File: src/bhc_pkg.sv
// shared types and constants of the heart-rate crossfade controller
package bhc_pkg;

	localparam int unsigned BPM_W   = 8;
	localparam int unsigned VOL_W   = 8;
	localparam int unsigned STEP_W  = 8;
	localparam int unsigned TICK_W  = 10;
	localparam int unsigned IDX_W   = 2;
	localparam int unsigned DATA_W  = 10;
	localparam int unsigned DIV_CNT_W = 3;

	typedef enum logic [3:0] {
		S_IDLE = 4'b0001,
		S_MUL  = 4'b0010,
		S_DIV  = 4'b0100,
		S_OUT  = 4'b1000
	} fsm_state_t;

	typedef enum logic {
		CMD_SAMPLE = 1'b0,
		CMD_TICK   = 1'b1
	} cmd_t;

	typedef enum logic [IDX_W-1:0] {
		REG_ACTIVE_THR = 2'd0,
		REG_CALM_THR   = 2'd1,
		REG_FADE_STEPS = 2'd2,
		REG_STEP_MS    = 2'd3
	} reg_idx_t;

	typedef enum logic {
		MODE_CALM   = 1'b0,
		MODE_ACTIVE = 1'b1
	} mode_t;

	localparam logic [BPM_W-1:0]  ACTIVE_THR_RST = 8'd100;
	localparam logic [BPM_W-1:0]  CALM_THR_RST   = 8'd80;
	localparam logic [STEP_W-1:0] FADE_STEPS_RST = 8'd32;
	localparam logic [TICK_W-1:0] STEP_MS_RST    = 10'd50;

endpackage

File: src/bhc_if.sv
// valid/ready channel interfaces for samples, results and register writes
interface bhc_in_if;
	logic                      valid;
	logic                      ready;
	logic                      cmd;
	logic [bhc_pkg::BPM_W-1:0] bpm;

	modport source (output valid, output cmd, output bpm, input ready);
	modport sink (input valid, input cmd, input bpm, output ready);
endinterface

interface bhc_out_if;
	logic                      valid;
	logic                      ready;
	logic [bhc_pkg::VOL_W-1:0] calm_volume;
	logic [bhc_pkg::VOL_W-1:0] active_volume;
	logic                      mode_now;
	logic                      fading;
	logic                      transition_done;

	modport source (output valid, output calm_volume, output active_volume, output mode_now,
		output fading, output transition_done, input ready);
	modport sink (input valid, input calm_volume, input active_volume, input mode_now,
		input fading, input transition_done, output ready);
endinterface

interface bhc_cfg_if;
	logic                       valid;
	logic                       ready;
	logic [bhc_pkg::IDX_W-1:0]  index;
	logic [bhc_pkg::DATA_W-1:0] data;

	modport source (output valid, output index, output data, input ready);
	modport sink (input valid, input index, input data, output ready);
endinterface

File: src/bpm_hysteresis_crossfade_top.sv
// heart-rate driven calm/active crossfade controller with hysteresis
// a request goes from idle straight to the output state when volumes stay; when a
// volume update runs it passes a multiply state, then compare-subtract divide steps
// no new request is taken until the last result is in the output register; the
// output state holds while an earlier result still waits on a stalled output
// reset: asynchronous, mode calm, volumes full and zero, registers at defaults
module bpm_hysteresis_crossfade_top #(
	parameter int unsigned FULL_VOLUME = 128
) (
	input  logic            clk,
	input  logic            arst_n,
	bhc_in_if.sink          in_ch,
	bhc_out_if.source       out_ch,
	bhc_cfg_if.sink         cfg_ch
);

	localparam int unsigned VW = bhc_pkg::VOL_W;
	localparam int unsigned SW = bhc_pkg::STEP_W;
	localparam int unsigned TW = bhc_pkg::TICK_W;
	localparam logic [VW-1:0] FULL_V = VW'(FULL_VOLUME);

	bhc_pkg::fsm_state_t state_q;

	logic [bhc_pkg::BPM_W-1:0] active_thr_q;
	logic [bhc_pkg::BPM_W-1:0] calm_thr_q;
	logic [SW-1:0]             fade_steps_q;
	logic [TW-1:0]             step_ms_q;

	logic          mode_q;
	logic          fade_q;
	logic          done_q;
	logic [SW-1:0] step_q;
	logic [TW-1:0] tick_q;
	logic [VW-1:0] calm_lvl_q;
	logic [VW-1:0] active_lvl_q;

	logic [VW-1:0] rem_q;
	logic [VW-1:0] dvd_q;
	logic [bhc_pkg::DIV_CNT_W-1:0] cnt_q;

	logic                out_valid_q;
	logic [VW-1:0]       out_calm_q;
	logic [VW-1:0]       out_active_q;
	logic                out_mode_q;
	logic                out_fade_q;
	logic                out_done_q;

	logic          accept;
	logic          go;
	logic [TW-1:0] period;
	logic [TW-1:0] tick_inc;
	logic [SW-1:0] step_clamp;
	logic [2*VW-1:0] prod;
	logic [VW:0]   trial;
	logic          ge;
	logic [VW-1:0] diff;
	logic [VW-1:0] quot;

	assign in_ch.ready  = (state_q == bhc_pkg::S_IDLE);
	assign accept       = in_ch.valid && in_ch.ready;
	assign cfg_ch.ready = 1'b1;

	assign go = ((mode_q == bhc_pkg::MODE_CALM) && (in_ch.bpm >= active_thr_q)) ||
		((mode_q == bhc_pkg::MODE_ACTIVE) && (in_ch.bpm <= calm_thr_q));
	assign period     = (step_ms_q == '0) ? TW'(1) : step_ms_q;
	assign tick_inc   = tick_q + TW'(1);
	assign step_clamp = (step_q > fade_steps_q) ? fade_steps_q : step_q;
	assign prod       = (2*VW)'(FULL_V) * (2*VW)'(step_clamp);
	assign trial      = {rem_q, dvd_q[VW-1]};
	assign ge         = (trial >= {1'b0, fade_steps_q});
	assign diff       = trial[VW-1:0] - fade_steps_q;
	assign quot       = {dvd_q[VW-2:0], ge};

	always_ff @(posedge clk or negedge arst_n) begin
		if (!arst_n) begin
			active_thr_q <= bhc_pkg::ACTIVE_THR_RST;
			calm_thr_q   <= bhc_pkg::CALM_THR_RST;
			fade_steps_q <= bhc_pkg::FADE_STEPS_RST;
			step_ms_q    <= bhc_pkg::STEP_MS_RST;
		end else if (cfg_ch.valid && cfg_ch.ready) begin
			case (cfg_ch.index)
				bhc_pkg::REG_ACTIVE_THR: active_thr_q <= cfg_ch.data[bhc_pkg::BPM_W-1:0];
				bhc_pkg::REG_CALM_THR:   calm_thr_q   <= cfg_ch.data[bhc_pkg::BPM_W-1:0];
				bhc_pkg::REG_FADE_STEPS: fade_steps_q <= (cfg_ch.data[SW-1:0] == '0) ?
					SW'(1) : cfg_ch.data[SW-1:0];
				bhc_pkg::REG_STEP_MS:    step_ms_q    <= cfg_ch.data[TW-1:0];
				default: ;
			endcase
		end
	end

	always_ff @(posedge clk or negedge arst_n) begin
		if (!arst_n) begin
			state_q      <= bhc_pkg::S_IDLE;
			mode_q       <= bhc_pkg::MODE_CALM;
			fade_q       <= 1'b0;
			done_q       <= 1'b0;
			step_q       <= '0;
			tick_q       <= '0;
			calm_lvl_q   <= FULL_V;
			active_lvl_q <= '0;
			cnt_q        <= '0;
			out_valid_q  <= 1'b0;
		end else begin
			if (out_valid_q && out_ch.ready && (state_q != bhc_pkg::S_OUT)) begin
				out_valid_q <= 1'b0;
			end
			case (state_q)
				bhc_pkg::S_IDLE: begin
					if (accept) begin
						if (in_ch.cmd == bhc_pkg::CMD_SAMPLE) begin
							done_q <= 1'b0;
							if (go) begin
								fade_q  <= 1'b1;
								step_q  <= '0;
								tick_q  <= '0;
								state_q <= bhc_pkg::S_MUL;
							end else begin
								state_q <= bhc_pkg::S_OUT;
							end
						end else if (fade_q && (tick_inc >= period)) begin
							tick_q <= '0;
							if (step_q >= fade_steps_q) begin
								mode_q  <= ~mode_q;
								fade_q  <= 1'b0;
								step_q  <= '0;
								done_q  <= 1'b1;
								state_q <= bhc_pkg::S_OUT;
							end else begin
								done_q  <= 1'b0;
								step_q  <= step_q + SW'(1);
								state_q <= bhc_pkg::S_MUL;
							end
						end else begin
							done_q  <= 1'b0;
							state_q <= bhc_pkg::S_OUT;
							if (fade_q) begin
								tick_q <= tick_inc;
							end
						end
					end
				end
				bhc_pkg::S_MUL: begin
					rem_q   <= prod[2*VW-1:VW];
					dvd_q   <= prod[VW-1:0];
					cnt_q   <= '0;
					state_q <= bhc_pkg::S_DIV;
				end
				bhc_pkg::S_DIV: begin
					rem_q <= ge ? diff : trial[VW-1:0];
					dvd_q <= quot;
					cnt_q <= cnt_q + bhc_pkg::DIV_CNT_W'(1);
					if (cnt_q == '1) begin
						if (mode_q == bhc_pkg::MODE_CALM) begin
							active_lvl_q <= quot;
							calm_lvl_q   <= FULL_V - quot;
						end else begin
							calm_lvl_q   <= quot;
							active_lvl_q <= FULL_V - quot;
						end
						state_q <= bhc_pkg::S_OUT;
					end
				end
				bhc_pkg::S_OUT: begin
					if (!out_valid_q || out_ch.ready) begin
						out_valid_q  <= 1'b1;
						out_calm_q   <= calm_lvl_q;
						out_active_q <= active_lvl_q;
						out_mode_q   <= mode_q;
						out_fade_q   <= fade_q;
						out_done_q   <= done_q;
						state_q      <= bhc_pkg::S_IDLE;
					end
				end
				default: state_q <= bhc_pkg::S_IDLE;
			endcase
		end
	end

	assign out_ch.valid           = out_valid_q;
	assign out_ch.calm_volume     = out_calm_q;
	assign out_ch.active_volume   = out_active_q;
	assign out_ch.mode_now        = out_mode_q;
	assign out_ch.fading          = out_fade_q;
	assign out_ch.transition_done = out_done_q;

endmodule

File: src/flat_wrapper.sv
// flat-port wrapper written by rule: the top's interface ports become plain ports
module bpm_hysteresis_crossfade_top_flat 
#(
	parameter int unsigned FULL_VOLUME = 128
)
  (clk, arst_n, in_ch_valid, in_ch_cmd, in_ch_bpm, in_ch_ready, out_ch_valid, out_ch_calm_volume, out_ch_active_volume, out_ch_mode_now, out_ch_fading, out_ch_transition_done, out_ch_ready, cfg_ch_valid, cfg_ch_index, cfg_ch_data, cfg_ch_ready);
  bhc_in_if in_ch_i ();
  bhc_out_if out_ch_i ();
  bhc_cfg_if cfg_ch_i ();
  input  logic clk;
  input  logic arst_n;
  input wire logic [$bits(in_ch_i.valid)-1:0] in_ch_valid;
  input wire logic [$bits(in_ch_i.cmd)-1:0] in_ch_cmd;
  input wire logic [$bits(in_ch_i.bpm)-1:0] in_ch_bpm;
  output wire logic [$bits(in_ch_i.ready)-1:0] in_ch_ready;
  output wire logic [$bits(out_ch_i.valid)-1:0] out_ch_valid;
  output wire logic [$bits(out_ch_i.calm_volume)-1:0] out_ch_calm_volume;
  output wire logic [$bits(out_ch_i.active_volume)-1:0] out_ch_active_volume;
  output wire logic [$bits(out_ch_i.mode_now)-1:0] out_ch_mode_now;
  output wire logic [$bits(out_ch_i.fading)-1:0] out_ch_fading;
  output wire logic [$bits(out_ch_i.transition_done)-1:0] out_ch_transition_done;
  input wire logic [$bits(out_ch_i.ready)-1:0] out_ch_ready;
  input wire logic [$bits(cfg_ch_i.valid)-1:0] cfg_ch_valid;
  input wire logic [$bits(cfg_ch_i.index)-1:0] cfg_ch_index;
  input wire logic [$bits(cfg_ch_i.data)-1:0] cfg_ch_data;
  output wire logic [$bits(cfg_ch_i.ready)-1:0] cfg_ch_ready;
  assign in_ch_i.valid = in_ch_valid;
  assign in_ch_i.cmd = in_ch_cmd;
  assign in_ch_i.bpm = in_ch_bpm;
  assign in_ch_ready = in_ch_i.ready;
  assign out_ch_valid = out_ch_i.valid;
  assign out_ch_calm_volume = out_ch_i.calm_volume;
  assign out_ch_active_volume = out_ch_i.active_volume;
  assign out_ch_mode_now = out_ch_i.mode_now;
  assign out_ch_fading = out_ch_i.fading;
  assign out_ch_transition_done = out_ch_i.transition_done;
  assign out_ch_i.ready = out_ch_ready;
  assign cfg_ch_i.valid = cfg_ch_valid;
  assign cfg_ch_i.index = cfg_ch_index;
  assign cfg_ch_i.data = cfg_ch_data;
  assign cfg_ch_ready = cfg_ch_i.ready;
  bpm_hysteresis_crossfade_top #(.FULL_VOLUME(FULL_VOLUME)) u_core (.clk(clk), .arst_n(arst_n), .in_ch(in_ch_i), .out_ch(out_ch_i), .cfg_ch(cfg_ch_i));
endmodule
File: config.mk
export PLATFORM = sky130hd
export DESIGN_NAME = bpm_hysteresis_crossfade_top_flat
export DESIGN_NICKNAME = d
export VERILOG_FILES = /design/src/bhc_pkg.sv /design/src/bhc_if.sv /design/src/bpm_hysteresis_crossfade_top.sv /design/src/flat_wrapper.sv
export SDC_FILE = /design/constraint.sdc
export NUM_CORES = 1
export LEC_CHECK = 0
export ABC_AREA = 0
export BUFFER_PORTS_ARGS = -buffer_cell sky130_fd_sc_hd__buf_2
export CAP_MARGIN = 25
export CORE_MARGIN = 2
export CORE_UTILIZATION = 35
export CTS_CLUSTER_DIAMETER = 40
export DETAILED_ROUTE_END_ITERATION = 10
export HOLD_SLACK_MARGIN = 0.12
export PLACE_DENSITY = 0.58
export SLEW_MARGIN = 20
export SYNTH_ARGS = -nofsm -noshare
export SYNTH_HDL_FRONTEND = slang
export SYNTH_SLANG_ARGS = --single-unit
File: constraint.sdc
create_clock -name clk -period 2.9 [get_ports clk]
set_input_delay 0.145 -clock clk [delete_from_list [all_inputs] [get_ports clk]]
set_output_delay 0.145 -clock clk [all_outputs]
set_load 0.03 [all_outputs]
# == Yosys cells after proc, flatten, opt, wreduce, memory -nomap -nowiden ==
# Index checks and enable logic that the tools add are counted.
# totals
n_memories,0
elab_cells,110
regBits,114
latchBits,0
ram_bits,0
rom_bits,0
# op_classes
reduce_logical,27
magnitude_cmp,6
eq_ne,15
muxes,35
multipliers,0
shift,0
n_bitwise,1
div_mod_pow,0
add_sub_neg,5
# op_table
op,count
8-bit two-way mux,9
10-bit two-way mux,5
8-bit case mux with 2 select lines,2
4-bit two-way mux,7
8-bit greater-or-equal comparator,2
4-bit case mux with 4 select lines,1
2-bit AND reduction,7
10-bit by 1-bit adder with 10-bit output (second input constant),1
10-bit greater-or-equal comparator,1
10-bit logical NOT,1
1-bit two-way mux,10
5-bit AND reduction,2
9-bit by 8-bit greater-or-equal comparator with 1-bit output,1
8-bit by 1-bit adder with 8-bit output (second input constant),1
8-bit greater-than comparator,1
8-bit less-or-equal comparator,1
8-bit logical NOT,1
2-bit by 1-bit != test with 1-bit output (second input constant),4
4-bit AND reduction,2
8-bit subtractor,1
8-bit subtractor (first input constant),1
1-bit logical AND,6
3-bit case mux with 2 select lines,1
3-bit AND reduction,2
other kinds (16),19

# == Logic depth before layout (Yosys ltp) ==
# Gate-level depths: netlist of run 1.
# depth
ltp_word,8
depth_mapped,13
ltp_nobuf,12

# == Worst setup path after synthesis of run 1 ==
# No wires, ideal clock.
# synth_timing
kind,register to register
start,reg u_core.state_q[1]
end,reg u_core.tick_q[0]
slack_ps,-67
setup_time_ps,125
path_stages_with_launch,6
arrival_time_ps,2842
n_path_buf,1
required_time_ps,2775
path_cell_list,dfrtp_1 clkbuf_1 nor4b_1 nand2_1 a21oi_4 mux2_4
# synth_via
elab_chain_len,3
# synth_lines
item,line,text
start: declaration,bpm_hysteresis_crossfade_top.sv:22,bhc_pkg::fsm_state_t state_q;
start signal: assignment,bpm_hysteresis_crossfade_top.sv:94,state_q <= bhc_pkg::S_IDLE;
start signal: assignment,bpm_hysteresis_crossfade_top.sv:117,state_q <= bhc_pkg::S_MUL;
start signal: assignment,bpm_hysteresis_crossfade_top.sv:119,state_q <= bhc_pkg::S_OUT;
4-bit by 1-bit == test with 1-bit output (*),bpm_hysteresis_crossfade_top.sv:59,assign in_ch.ready = (state_q == bhc_pkg::S_IDLE);
via in_ch_ready,flat_wrapper.sv:15,output wire logic [$bits(in_ch_i.ready)-1:0] in_ch_ready;
1-bit logical AND,bpm_hysteresis_crossfade_top.sv:60,assign accept = in_ch.valid && in_ch.ready;
4-bit AND reduction (no source line) (*),n/a,
end signal: assignment,bpm_hysteresis_crossfade_top.sv:138,tick_q <= tick_inc;
end: declaration,bpm_hysteresis_crossfade_top.sv:33,logic [TW-1:0] tick_q;
# The timed path passes the listed nets; every way through them passes the cells marked *.
# A chain may end at the register's enable or synchronous reset.

# == Worst setup path in the final report of run 1 ==
# layout_timing
start,reg u_core.tick_q[4]
end,reg u_core.step_q[6]
# layout_via
elab_chain_len,5
# layout_lines
item,line,text
10-bit by 1-bit adder with 10-bit output,bpm_hysteresis_crossfade_top.sv:66,assign tick_inc = tick_q + TW'(1);
10-bit greater-or-equal comparator,bpm_hysteresis_crossfade_top.sv:121,end else if (fade_q && (tick_inc >= period)) begin
1-bit logical AND,bpm_hysteresis_crossfade_top.sv:121,
2-bit by 1-bit != test with 1-bit output (no source line),n/a,
4-bit AND reduction (no source line),n/a,
end signal: assignment,bpm_hysteresis_crossfade_top.sv:131,step_q <= step_q + SW'(1);
end: declaration,bpm_hysteresis_crossfade_top.sv:32,logic [SW-1:0] step_q;
# Every way passes these cells.

==> load_flow_metrics.sql, run 1 <==
INSERT INTO impl_metrics (metric_group, metric, value, unit) VALUES
('worst_setup_path', 'worstPathMaxFanout', '9', ''),
('power_and_ir_drop', 'p_seq_share', '43.5', '%'),
('worst_setup_path', 'setup_crit_end_kind', 'flop', ''),
('yosys', 'synth.cell_area', '6350', 'sq um'),
('worst_hold_path', 'min_path_cells', '3', ''),
('sta', 'slew_violations', '0', ''),
('layout', 'combined_area_of_the_multi_input_logic_cells', '3160', 'sq um'),
('power_and_ir_drop', 'power.leakage', '3.16', 'nW'),
('drt', 'remaining_drc_errors', '0', ''),
('grt', 'grt.overflow.total', '0', ''),
('grt', 'grt_first_pass_wirelength', '22600', 'microns'),
('die', 'fp.dieW', '139', 'microns'),
('power_and_ir_drop', 'power.internal', '3.33', 'mW'),
('cts', 'clock_slew_at_reported_path_ffs', '80', 'ps'),
('yosys', 'yosys.area.top_type_share', '26.4', '%'),
('worst_setup_path', 'worstSetupPathDepth', '11', ''),
('yosys', 'post_synthesis_compound_gate_area_fraction', '12.7', '%'),
('drt', 'vias_per_cell', '5.17', ''),
('grt', 'first_global_vias', '4591', ''),
('yosys', 'synthesis.area_per_instance', '10.6', 'sq um'),
('drt', 'wire_per_inst', '15.1', 'microns'),
('power_and_ir_drop', 'p_sw_share', '35.4', '%'),
('layout', 'fill_cells', '1760', ''),
('die', 'die_h', '139', 'microns'),
('drt', 'dr_total_vias', '4644', ''),
('power_and_ir_drop', 'clock_power_share', '24.3', '%'),
('layout', 'areaGrowthSynthToFinish', '16.0', '%'),
('drt', 'postRouteWirelength', '13600', 'microns'),
('sta', 'finalSetupViolCount', '0', ''),
('yosys', 'synth_area_leader_cell', 'dfrtp_1', ''),
('yosys', 'ys_ff_latch', '112', ''),
('sta', 'relSlewSlack', '48.8', '%'),
('yosys', 'yosysWarnings', '0', ''),
('die', 'core-area', '17900', 'sq um'),
('grt', 'met3_use_gr', '3.56', '%'),
('yosys', 'synth_enable_flop_cells', '34', ''),
('yosys', 'synth_top_family_by_area', 'simple AND/OR/NAND/NOR gates', ''),
('worst_setup_path', 'required_time_of_the_worst_setup_path', '3150', 'ps'),
('yosys', 'synth_seq_area_share', '47.0', '%'),
('worst_setup_path', 'worst-setup-path-type', 'reg -> reg', ''),
('power_and_ir_drop', 'proportion_of_power_drawn_by_combinational_gates', '32.2', '%'),
('placement', 'io_buffer_count', '46', ''),
('grt', 'grt_util_met1', '18.6', '%'),
('drt', 'ant_nets', '0', ''),
('sta', 'setup_repair_after_global_routing_missed_its_margin', 'yes', ''),
('layout', 'final-seq-area', '2990', 'sq um'),
('yosys', 'syn-num-nets', '675', ''),
('grt', 'antenna_found_initial', '0', ''),
('yosys', 'synth_top_flop_cell', 'dfrtp_1', ''),
('outcome', 'outcome', 'finished, final reports clean', ''),
('cts', 'clock_network_latency_to_the_later_pin_of_the_worst_skew_pair', '370', 'ps'),
('sta', 'finClkSkew', '18.1', 'ps'),
('placement', 'gp_routability_congestion', '0.825', ''),
('yosys', 'share_of_synthesized_cell_area_in_and_or_nand_and_nor_gates', '14.0', '%'),
('worst_setup_path', 'cp_num_buf_inv', '1', ''),
('power_and_ir_drop', 'power_switching', '1.82', 'mW'),
('drt', 'firstDrtPassIters', '4', ''),
('grt', 'grt_use_met2', '24.4', '%'),
('sta', 'worst_pin_slew', '767', 'ps'),
('worst_setup_path', 'worstSetupStartpointType', 'flop', ''),
('cts', 'clock_sink_count', '112', ''),
('worst_hold_path', 'hold_class', 'in -> reg', ''),
('layout', 'finalNetCount', '739', ''),
('placement', 'place.detailed.hpwl', '10100', 'microns'),
('yosys', 'synthCells', '601', ''),
('power_and_ir_drop', 'vdd_drop_max', '0.348', 'mV'),
('sta', 'clock.fmax', '363', 'MHz'),
('worst_setup_path', 'worst_path_largest_cell_delay', '410', 'ps'),
('yosys', 'post_synth_main_area_contributors', 'dfrtp_1, edfxtp_1, ha_1, mux2_2, dfstp_2', ''),
('sta', 'final_period_minus_worst_setup_slack', '2760', 'ps'),
('die', 'floorplan.die_area', '19300', 'sq um');
## path summary, 6_finish.rpt
kind                                                       start                                      to
worst min-delay path                              cfg_ch_data[3]      u_core.active_thr_q[3]$_DFFE_PN0P_
min in group asynchronous                                 arst_n             u_core.cnt_q[2]$_DFFE_PN0P_
worst min register to register  u_core.calm_lvl_q[1]$_DFFE_PN0P_  u_core.out_ch.calm_volume[1]$_DFFE_PP_
worst max-delay path                u_core.tick_q[4]$_DFFE_PN0P_            u_core.step_q[6]$_DFFE_PN0P_
worst max register to register      u_core.tick_q[4]$_DFFE_PN0P_            u_core.step_q[6]$_DFFE_PN0P_
max in group asynchronous                                 arst_n            u_core.tick_q[0]$_DFFE_PN0P_
## metrics by stage
stage	worst slack (ps)	power, mW	area, sq um
final	142	5.15	7370
after global routing	-41.6	5.53	7370
after CTS	17.0	5.16	7310
after detailed placement	-12.3	3.88	6910
after global placement	83.4	3.82	6910
after floorplan	221	3.41	6360
## flip-flops by register name, summed over array words and instances, names as in the netlist, 3 cells and up
signal and cells:
u_core.rem_q 8, u_core.calm_lvl_q 7, u_core.step_ms_q 10, u_core.out_ch.active_volume 8, u_core.state_q 4, u_core.fade_steps_q 8, u_core.active_thr_q 8, u_core.out_ch.calm_volume 7
u_core.dvd_q 8, u_core.step_q 8, u_core.calm_thr_q 8, u_core.tick_q 10, u_core.cnt_q 3, u_core.active_lvl_q 8
## synthesized netlist by cell type (all sizes together), types with 4 or more instances
cell type   n
a2111oi     4
a211oi      4
a21o        5
a21oi      28
a221o       4
a22o        4
and2        8
and3        8
buf         6
clkbuf     13
dfrtp      67
dfstp      11
edfxtp     34
ha         47
inv        47
mux2       33
mux2i      26
nand2      59
nand2b      9
nand3      13
nand3b      5
nand4       7
nor2       26
nor2b       9
nor3       15
nor3b       6
o211ai      5
o21ai      32
o221ai      6
o2bb2ai     4
or3         4
xnor2      14
xor2        5
## layout by cell type (no fill, tap or decap), types with 3 or more instances in the layout
master	n
o2bb2ai_1	4
nor2b_1	9
and3_1	8
inv_6	4
nand4_1	7
nand2b_1	9
edfxtp_1	34
mux2_2	32
dlygate4sd3_1	10
dfstp_2	11
o21ai_0	30
a221o_1	4
and2_1	8
clkbuf_16	9
a21o_1	5
mux2i_1	26
nor2_1	25
a2111oi_0	4
a211oi_1	3
inv_1	47
ha_1	46
nor3_1	15
o21a_1	3
xnor2_1	14
buf_4	16
a21oi_1	24
a21oi_2	3
o211ai_1	5
o221ai_1	6
nor3b_1	6
buf_2	45
nand2_1	59
or3_1	4
a22o_1	4
nand3b_1	5
xor2_1	5
dfrtp_1	66
nand3_1	13
## layout make-up
cell class              count  area share (%)
multi-input cells         423            42.8
inverters                  47            2.39
flip-flops and latches    112            40.5
clock inverters             7           0.968
clock buffers               9            3.06
repair buffers             72            6.31
well taps                 229            3.89
## what timing repair did
action | 4_1_cts | 5_1_grt
hold buffers | 10 | 0
setup endpoints to repair | 3 | 22
gates resized for setup | 1 | 9
pin swaps | 1 | 2
buffers inserted | 0 | 3
hold endpoints to repair | 33 | 0
## per-layer routing
| metal | share of wire [%] | vias to the layer above |
|---|---|---|
| li1 | - | 2299 |
| met1 | 46 | 2243 |
| met2 | 49 | 87 |
| met3 | 4.3 | 15 |
| met4 | 1.3 | 0 |
| met5 | 0 | - |
## worst register-to-register path: stages (launching register included)
cell and delay, ps:
dfrtp_1 410, and3_1 200, nand4_1 170, buf_4 190, xnor2_1 130, ha_1 320, a21oi_1 160, nor2_1 60
a211oi_2 330, a21oi_2 200, o21a_1 260, a32o_1 230
## logic make-up (layout without fill, tap and decap cells)
kind of cell | Yosys count | in the layout
AO/OA/AOI/OAI | 119 | 119
XOR/XNOR | 19 | 19
adder cells (fa/ha/maj) | 48 | 48
buffers and inverters | 66 | 135
flip-flops | 112 | 112
multiplexers | 59 | 59
other | 1 | 1
AND/OR/NAND/NOR | 177 | 177
## power by group through the flow
stage | Combinational (mW) | Clock [mW] | Sequential [mW]
global route | 1.89 | 1.35 | 2.29
detailed placement | 1.60 | 0 | 2.28
global placement | 1.56 | 0 | 2.26
floorplan | 1.18 | 0 | 2.23
CTS | 1.62 | 1.29 | 2.25
finish | 1.66 | 1.25 | 2.24
Power figures use the tool's default switching activity.
==> inputs of run 2 (changes only) <==
--- a/config.mk
+++ b/config.mk
@@ -13,6 +13,7 @@
 export CTS_CLUSTER_DIAMETER = 40
 export DETAILED_ROUTE_END_ITERATION = 10
 export HOLD_SLACK_MARGIN = 0.12
+export MAX_ROUTING_LAYER = met4
 export PLACE_DENSITY = 0.58
 export SLEW_MARGIN = 20
 export SYNTH_ARGS = -nofsm -noshare
==> run 2 against run 1 <==
  * First-iteration DRC count decreased by 3.8%
  * Wire length decreased by 0.21%
  * Power about the same
  * Highest routed layer unchanged
==> load_flow_metrics.sql, run 2 (synthesis results as in run 1) <==
INSERT INTO impl_metrics (metric_group, metric, value, unit) VALUES
('worst_setup_path', 'worstSetupStartpointType', 'flop', ''),
('grt', 'antenna_found_initial', '0', ''),
('die', 'core-area', '17900', 'sq um'),
('layout', 'most-common-layout-cells', 'dfrtp_1, nand2_1, inv_1', ''),
('placement', 'gp_routability_congestion', '0.838', ''),
('worst_setup_path', 'worst_path_largest_cell_delay', '410', 'ps'),
('grt', 'grt.overflow.total', '0', ''),
('drt', 'dr_total_vias', '4662', ''),
('layout', 'fill_cells', '1760', ''),
('drt', 'postRouteWirelength', '13500', 'microns'),
('outcome', 'outcome', 'finished, final reports clean', ''),
('worst_setup_path', 'setup_crit_end_kind', 'flop', ''),
('placement', 'place.detailed.hpwl', '10100', 'microns'),
('sta', 'clock.fmax', '362', 'MHz'),
('cts', 'clock_slew_at_reported_path_ffs', '80', 'ps'),
('placement', 'io_buffer_count', '46', ''),
('worst_setup_path', 'worstPathArrival', '3010', 'ps'),
('worst_setup_path', 'path_cells', 'and3_1 -> nand4_1 -> buf_4 -> xnor2_1 -> ha_1 -> a21oi_1 -> nor2_1 -> a211oi_2 -> a21oi_2 -> o21a_1 -> a32o_1', ''),
('layout', 'largest_registers_ranked_by_flip_flop_count', 'u_core.step_ms_q x10, u_core.tick_q x10', ''),
('worst_setup_path', 'critical-path-slowest-cell', 'dfrtp_1', ''),
('grt', 'first_global_vias', '4581', ''),
('grt', 'global_route.usage.total', '14.8', '%'),
('drt', 'vias_per_cell', '5.19', ''),
('cts', 'cts_made_buffers', '9', ''),
('layout', 'finalNetCount', '739', ''),
('sta', 'worst_pin_slew', '767', 'ps'),
('run', 'cap_viol_max_count', '0', ''),
('worst_hold_path', 'hold_class', 'in -> reg', ''),
('die', 'die_h', '139', 'microns'),
('grt', 'grt_first_pass_wirelength', '22600', 'microns'),
('sta', 'setup_repair_after_global_routing_missed_its_margin', 'yes', ''),
('drt', 'firstDrtPassIters', '4', ''),
('layout', 'insertedDiodeCount', '0', ''),
('drt', 'wire_per_inst', '15.0', 'microns'),
('cts', 'tritoncts', 'done', ''),
('die', 'starting_density_of_the_core', '35.5', '%'),
('sta', 'final.period_utilization', '95.3', '%'),
('layout', 'postLayoutCoreUtil', '41.2', '%'),
('layout', 'layout-drive-gt1-share', '20.6', '%'),
('cts', 'clk_path_buf_depth', '2', ''),
('drt', 'detailedRoute.firstIterationViolations', '177', ''),
('cts', 'htree_num_levels', '3', ''),
('drt', 'remaining_drc_errors', '0', ''),
('worst_setup_path', 'required_time_of_the_worst_setup_path', '3140', 'ps'),
('layout', 'commonest_non_fill_non_tap_cell_in_the_layout', 'dfrtp_1', ''),
('drt', 'ant_nets', '0', ''),
('worst_setup_path', 'worst-setup-path-type', 'reg -> reg', ''),
('die', 'fp.dieW', '139', 'microns'),
('worst_setup_path', 'cp_num_buf_inv', '1', ''),
('cts', 'root_cell_of_the_clock_tree', 'clkbuf_16', ''),
('die', 'floorplan.die_area', '19300', 'sq um'),
('grt', 'pin_count_of_the_biggest_net_entering_global_routing', '61', ''),
('worst_setup_path', 'worstPathMaxFanout', '9', ''),
('power_and_ir_drop', 'vdd_drop_max', '0.348', 'mV'),
('sta', 'finClkSkew', '18.0', 'ps'),
('sta', 'relSlewSlack', '48.9', '%'),
('die', 'rows', '49', ''),
('power_and_ir_drop', 'power.leakage', '3.16', 'nW'),
('sta', 'finalSetupViolCount', '0', ''),
('worst_setup_path', 'path_delay_family', 'compound AO/OA/AOI/OAI gates', ''),
('sta', 'slew_violations', '0', ''),
('power_and_ir_drop', 'post-layout-total-power', '5.15', 'mW'),
('die', 'io_pins', '48', ''),
('cts', 'clock_network_latency_to_the_later_pin_of_the_worst_skew_pair', '370', 'ps'),
('cts', 'clock_sink_count', '112', ''),
('power_and_ir_drop', 'power.density', '699', 'nW/um^2'),
('sta', 'finalHoldViolations', '0', ''),
('layout', 'areaGrowthSynthToFinish', '16.0', '%'),
('sta', 'final_period_minus_worst_setup_slack', '2760', 'ps');
[run 2: cell counts in the layout (fill, tap and decap cells not counted)]
Identical to the previous run, type by type.
[run 2: what timing repair did]
item,CTS,global route
endpoints found under the setup margin,3,22
setup buffers,0,3
endpoints found under the hold margin,33,0
hold buffers,10,0
resized for setup,1,9
pin swaps,1,2
[run 2: area by class of cell]
cell class	count	area, sq um	area share [%]
repair buffers	72	465	6.31
inverters	47	176	2.39
clock inverters	7	71.3	0.968
well taps	229	287	3.89
flip-flops and latches	112	2990	40.5
clock buffers	9	225	3.06
multi-input cells	423	3160	42.8
[run 2: power breakdown]
group	switching [mW]	internal (mW)	total, mW	leakage, nW
registers	0.247	2.00	2.24	1.27
clock network	0.637	0.612	1.25	0.146
logic	0.939	0.719	1.66	1.74
[run 2: metrics by stage]
step | cells | hold WS (ps) | TNS (ps) | setup WS, ps | instance area [sq um]
after global routing | 899 | 159 | -318 | -41.3 | 7370
after floorplan | 601 | -151 | 0 | 221 | 6360
after CTS | 896 | 125 | 0 | 17.0 | 7310
after detailed placement | 870 | 60.5 | -19.9 | -12.3 | 6910
final | 899 | 138 | 0 | 137 | 7370
after global placement | 870 | 58.6 | 0 | 83.4 | 6910
[run 2: per-layer routing]
layer	up-vias	track usage [%]	wire (microns)
met3	15	3.56	546
met1	2256	18.7	6220
li1	2301	-	-
met2	90	24.3	6590
met5	-	-	0
met4	0	3.40	174
[run 2: tightest hold or removal path, stage by stage]
cell and delay, ps:
buf_2 160, nand2_1 60, o21ai_0 80
[run 2: final timing paths]
path	cells past startpoint	to	slack, ps	from
max reg2reg	11	u_core.step_q[6]$_DFFE_PN0P_	140	u_core.tick_q[4]$_DFFE_PN0P_
min	3	u_core.active_thr_q[3]$_DFFE_PN0P_	140	cfg_ch_data[3]
max	11	u_core.step_q[6]$_DFFE_PN0P_	140	u_core.tick_q[4]$_DFFE_PN0P_
max in group asynchronous	3	u_core.tick_q[0]$_DFFE_PN0P_	1540	arst_n
min in group asynchronous	2	u_core.cnt_q[2]$_DFFE_PN0P_	250	arst_n
min reg2reg	0	u_core.out_ch.calm_volume[1]$_DFFE_PP_	450	u_core.calm_lvl_q[1]$_DFFE_PN0P_
==> inputs of run 3 (changes only) <==
--- a/config.mk
+++ b/config.mk
@@ -6,15 +6,16 @@
 export NUM_CORES = 1
 export LEC_CHECK = 0
 export ABC_AREA = 0
+export ABC_CLOCK_PERIOD_IN_PS = 2900
 export BUFFER_PORTS_ARGS = -buffer_cell sky130_fd_sc_hd__buf_2
 export CAP_MARGIN = 25
 export CORE_MARGIN = 2
-export CORE_UTILIZATION = 35
+export CORE_UTILIZATION = 41
 export CTS_CLUSTER_DIAMETER = 40
 export DETAILED_ROUTE_END_ITERATION = 10
 export HOLD_SLACK_MARGIN = 0.12
 export MAX_ROUTING_LAYER = met4
-export PLACE_DENSITY = 0.58
+export PLACE_DENSITY = 0.65
 export SLEW_MARGIN = 20
 export SYNTH_ARGS = -nofsm -noshare
 export SYNTH_HDL_FRONTEND = slang
==> run 3 against run 2 <==
  * Fmax is 1.0% lower
  * Wire length grew 0.50%
  * Power shrank 0.29%
  * Flip-flop and latch count unchanged
  * Sequential share of layout area rose by 0.28 points
  * Setup slack got worse by 28 ps
  * Non-clock buffer count increased by 2
  * Sequential power is essentially flat
  * Highest routed layer unchanged
  * Worst hold slack lost 11 ps
  * Critical endpoint is now u_core.tick_q[2]$_DFFE_PN0P_
  * Critical path type unchanged
  * Final area shrank 0.70%
==> load_flow_metrics.sql, run 3 (synthesis results as in run 1) <==
INSERT INTO impl_metrics (metric_group, metric, value, unit) VALUES
('outcome', 'outcome', 'finished, final reports clean', ''),
('layout', 'commonest_non_fill_non_tap_cell_in_the_layout', 'dfrtp_1', ''),
('worst_setup_path', 'r2r_cells', '11', ''),
('die', 'rows', '45', ''),
('drt', 'dr_total_vias', '4718', ''),
('die', 'starting_density_of_the_core', '42.0', '%'),
('drt', 'detailedRoute.firstIterationViolations', '264', ''),
('grt', 'first_global_vias', '4569', ''),
('layout', 'finalNetCount', '741', ''),
('cts', 'clock_slew_at_reported_path_ffs', '70', 'ps'),
('die', 'floorplan.die_area', '16500', 'sq um'),
('drt', 'remaining_drc_errors', '0', ''),
('power_and_ir_drop', 'vdd_drop_max', '0.394', 'mV'),
('layout', 'most-common-layout-cells', 'dfrtp_1, nand2_1, inv_1, ha_1, buf_2', ''),
('worst_setup_path', 'crit_start', 'u_core.tick_q[0]$_DFFE_PN0P_', ''),
('cts', 'htree_num_levels', '3', ''),
('worst_setup_path', 'worstPathArrival', '3030', 'ps'),
('sta', 'finalHoldViolations', '0', ''),
('drt', 'ant_nets', '0', ''),
('die', 'io_pins', '48', ''),
('layout', 'layout-drive-gt1-share', '20.4', '%'),
('sta', 'clock.fmax', '358', 'MHz'),
('layout', 'postLayoutCoreUtil', '48.3', '%'),
('worst_setup_path', 'setup_crit_end_kind', 'flop', ''),
('grt', 'grt.overflow.total', '0', ''),
('cts', 'clock_network_latency_to_the_later_pin_of_the_worst_skew_pair', '360', 'ps'),
('sta', 'worst_pin_slew', '786', 'ps'),
('cts', 'cts_made_buffers', '9', ''),
('placement', 'place.detailed.hpwl', '9930', 'microns'),
('worst_setup_path', 'required_time_of_the_worst_setup_path', '3140', 'ps'),
('grt', 'pin_count_of_the_biggest_net_entering_global_routing', '63', ''),
('layout', 'areaGrowthSynthToFinish', '15.2', '%'),
('layout', 'fill_cells', '1387', ''),
('cts', 'clock_sink_count', '112', ''),
('placement', 'gp_routability_congestion', '0.917', ''),
('layout', 'insertedDiodeCount', '0', ''),
('die', 'die_h', '128', 'microns'),
('power_and_ir_drop', 'power.density', '702', 'nW/um^2'),
('grt', 'antenna_found_initial', '0', ''),
('sta', 'finClkSkew', '14.2', 'ps'),
('layout', 'largest_registers_ranked_by_flip_flop_count', 'u_core.step_ms_q x10, u_core.tick_q x10', ''),
('worst_setup_path', 'crit-reg2reg-launch', 'u_core.tick_q[0]$_DFFE_PN0P_', ''),
('cts', 'clk_path_buf_depth', '2', ''),
('grt', 'grt_first_pass_wirelength', '22500', 'microns'),
('drt', 'firstDrtPassIters', '5', ''),
('worst_setup_path', 'critPathCapture', 'u_core.tick_q[2]$_DFFE_PN0P_', ''),
('die', 'fp.dieW', '128', 'microns'),
('worst_setup_path', 'reg2reg_to', 'u_core.tick_q[2]$_DFFE_PN0P_', ''),
('sta', 'finalSetupViolCount', '0', ''),
('grt', 'global_route.usage.total', '17.7', '%'),
('worst_setup_path', 'worst-setup-path-type', 'reg -> reg', ''),
('cts', 'tritoncts', 'done', ''),
('die', 'core-area', '15100', 'sq um'),
('run', 'cap_viol_max_count', '0', ''),
('sta', 'final_period_minus_worst_setup_slack', '2790', 'ps'),
('worst_setup_path', 'worstPathMaxFanout', '9', ''),
('drt', 'vias_per_cell', '5.49', ''),
('worst_hold_path', 'hold_class', 'in -> reg', ''),
('drt', 'postRouteWirelength', '13600', 'microns'),
('drt', 'wire_per_inst', '15.8', 'microns'),
('placement', 'io_buffer_count', '46', ''),
('sta', 'slew_violations', '0', ''),
('sta', 'relSlewSlack', '47.6', '%'),
('worst_hold_path', 'hold_crit_start', 'cfg_ch_data[3]', ''),
('power_and_ir_drop', 'power.leakage', '3.16', 'nW'),
('worst_setup_path', 'r2r_setup_slack', '110', 'ps'),
('worst_setup_path', 'worstSetupStartpointType', 'flop', ''),
('sta', 'final.period_utilization', '96.2', '%'),
('cts', 'root_cell_of_the_clock_tree', 'clkbuf_16', ''),
('sta', 'hold_ws', '127', 'ps');
==> run 3: worst min path at each step <==
| stage | endpoint | slack, ps | cells after the start |
|---|---|---|---|
| 2_1_floorplan | u_core.active_lvl_q[0]$_DFFE_PN0P_ | -150 | 0 |
| 3_3_place_gp | u_core.cnt_q[1]$_DFFE_PN0P_ | 40 | 1 |
| 3_5_place_dp | u_core.cnt_q[0]$_DFFE_PN0P_ | 50 | 1 |
| 4_1_cts | u_core.active_thr_q[3]$_DFFE_PN0P_ | 120 | 3 |
| 5_1_grt | u_core.active_thr_q[3]$_DFFE_PN0P_ | 120 | 3 |
| 6_report | u_core.active_thr_q[3]$_DFFE_PN0P_ | 130 | 3 |
==> run 3: layout make-up <==
type	instances	area, sq um	share of cell area, %
clock buffer	9	225	3.08
inverter	47	176	2.41
sequential	112	2990	40.8
tap	188	235	3.21
multi-input combinational	423	3170	43.4
timing repair buffer	74	470	6.43
clock inverter	7	51.3	0.701
==> run 3: metrics by stage <==
stage               setup WS [ps]  power [mW]  cell area (sq um)  setup TNS, ps  instances
floorplan                     221        3.41               6360              0        601
global placement              113        3.79               6840              0        828
detailed placement          -31.2        3.87               6840          -31.2        828
CTS                          62.0        5.08               7230              0        856
global route                -3.22        5.50               7320          -3.22        860
finish                        109        5.14               7320              0        860
==> run 3: power breakdown <==
group          internal [mW]  total [mW]  switching [mW]
sequential              2.00        2.25           0.250
clock                  0.592        1.18           0.591
combinational          0.744        1.71           0.963
total                   3.33        5.14            1.80
==> run 3: repair_timing <==
action	4_1_cts	5_1_grt
pin swaps	1	5
gates resized for setup	1	11
setup endpoints to repair	2	23
hold buffers	11	0
endpoints found under the hold margin	32	0
buffers inserted	1	4
==> run 3: routing by layer <==
metal	part of all wire (%)	vias up	track usage, %
met5	0	-	-
met4	1.1	0	4.03
met3	3.2	12	4.03
met2	50	93	30.6
met1	45	2312	21.2
li1	-	2301	-
==> run 3: critical path: stages, from the launching register on <==
cell and delay, ps:
dfrtp_2 420, ha_1 260, nand4_1 150, buf_4 170
xnor2_1 130, ha_1 300, nand4_1 130, nor2_1 170
a21oi_2 120, a31o_4 280, a221o_1 310, a22o_1 240
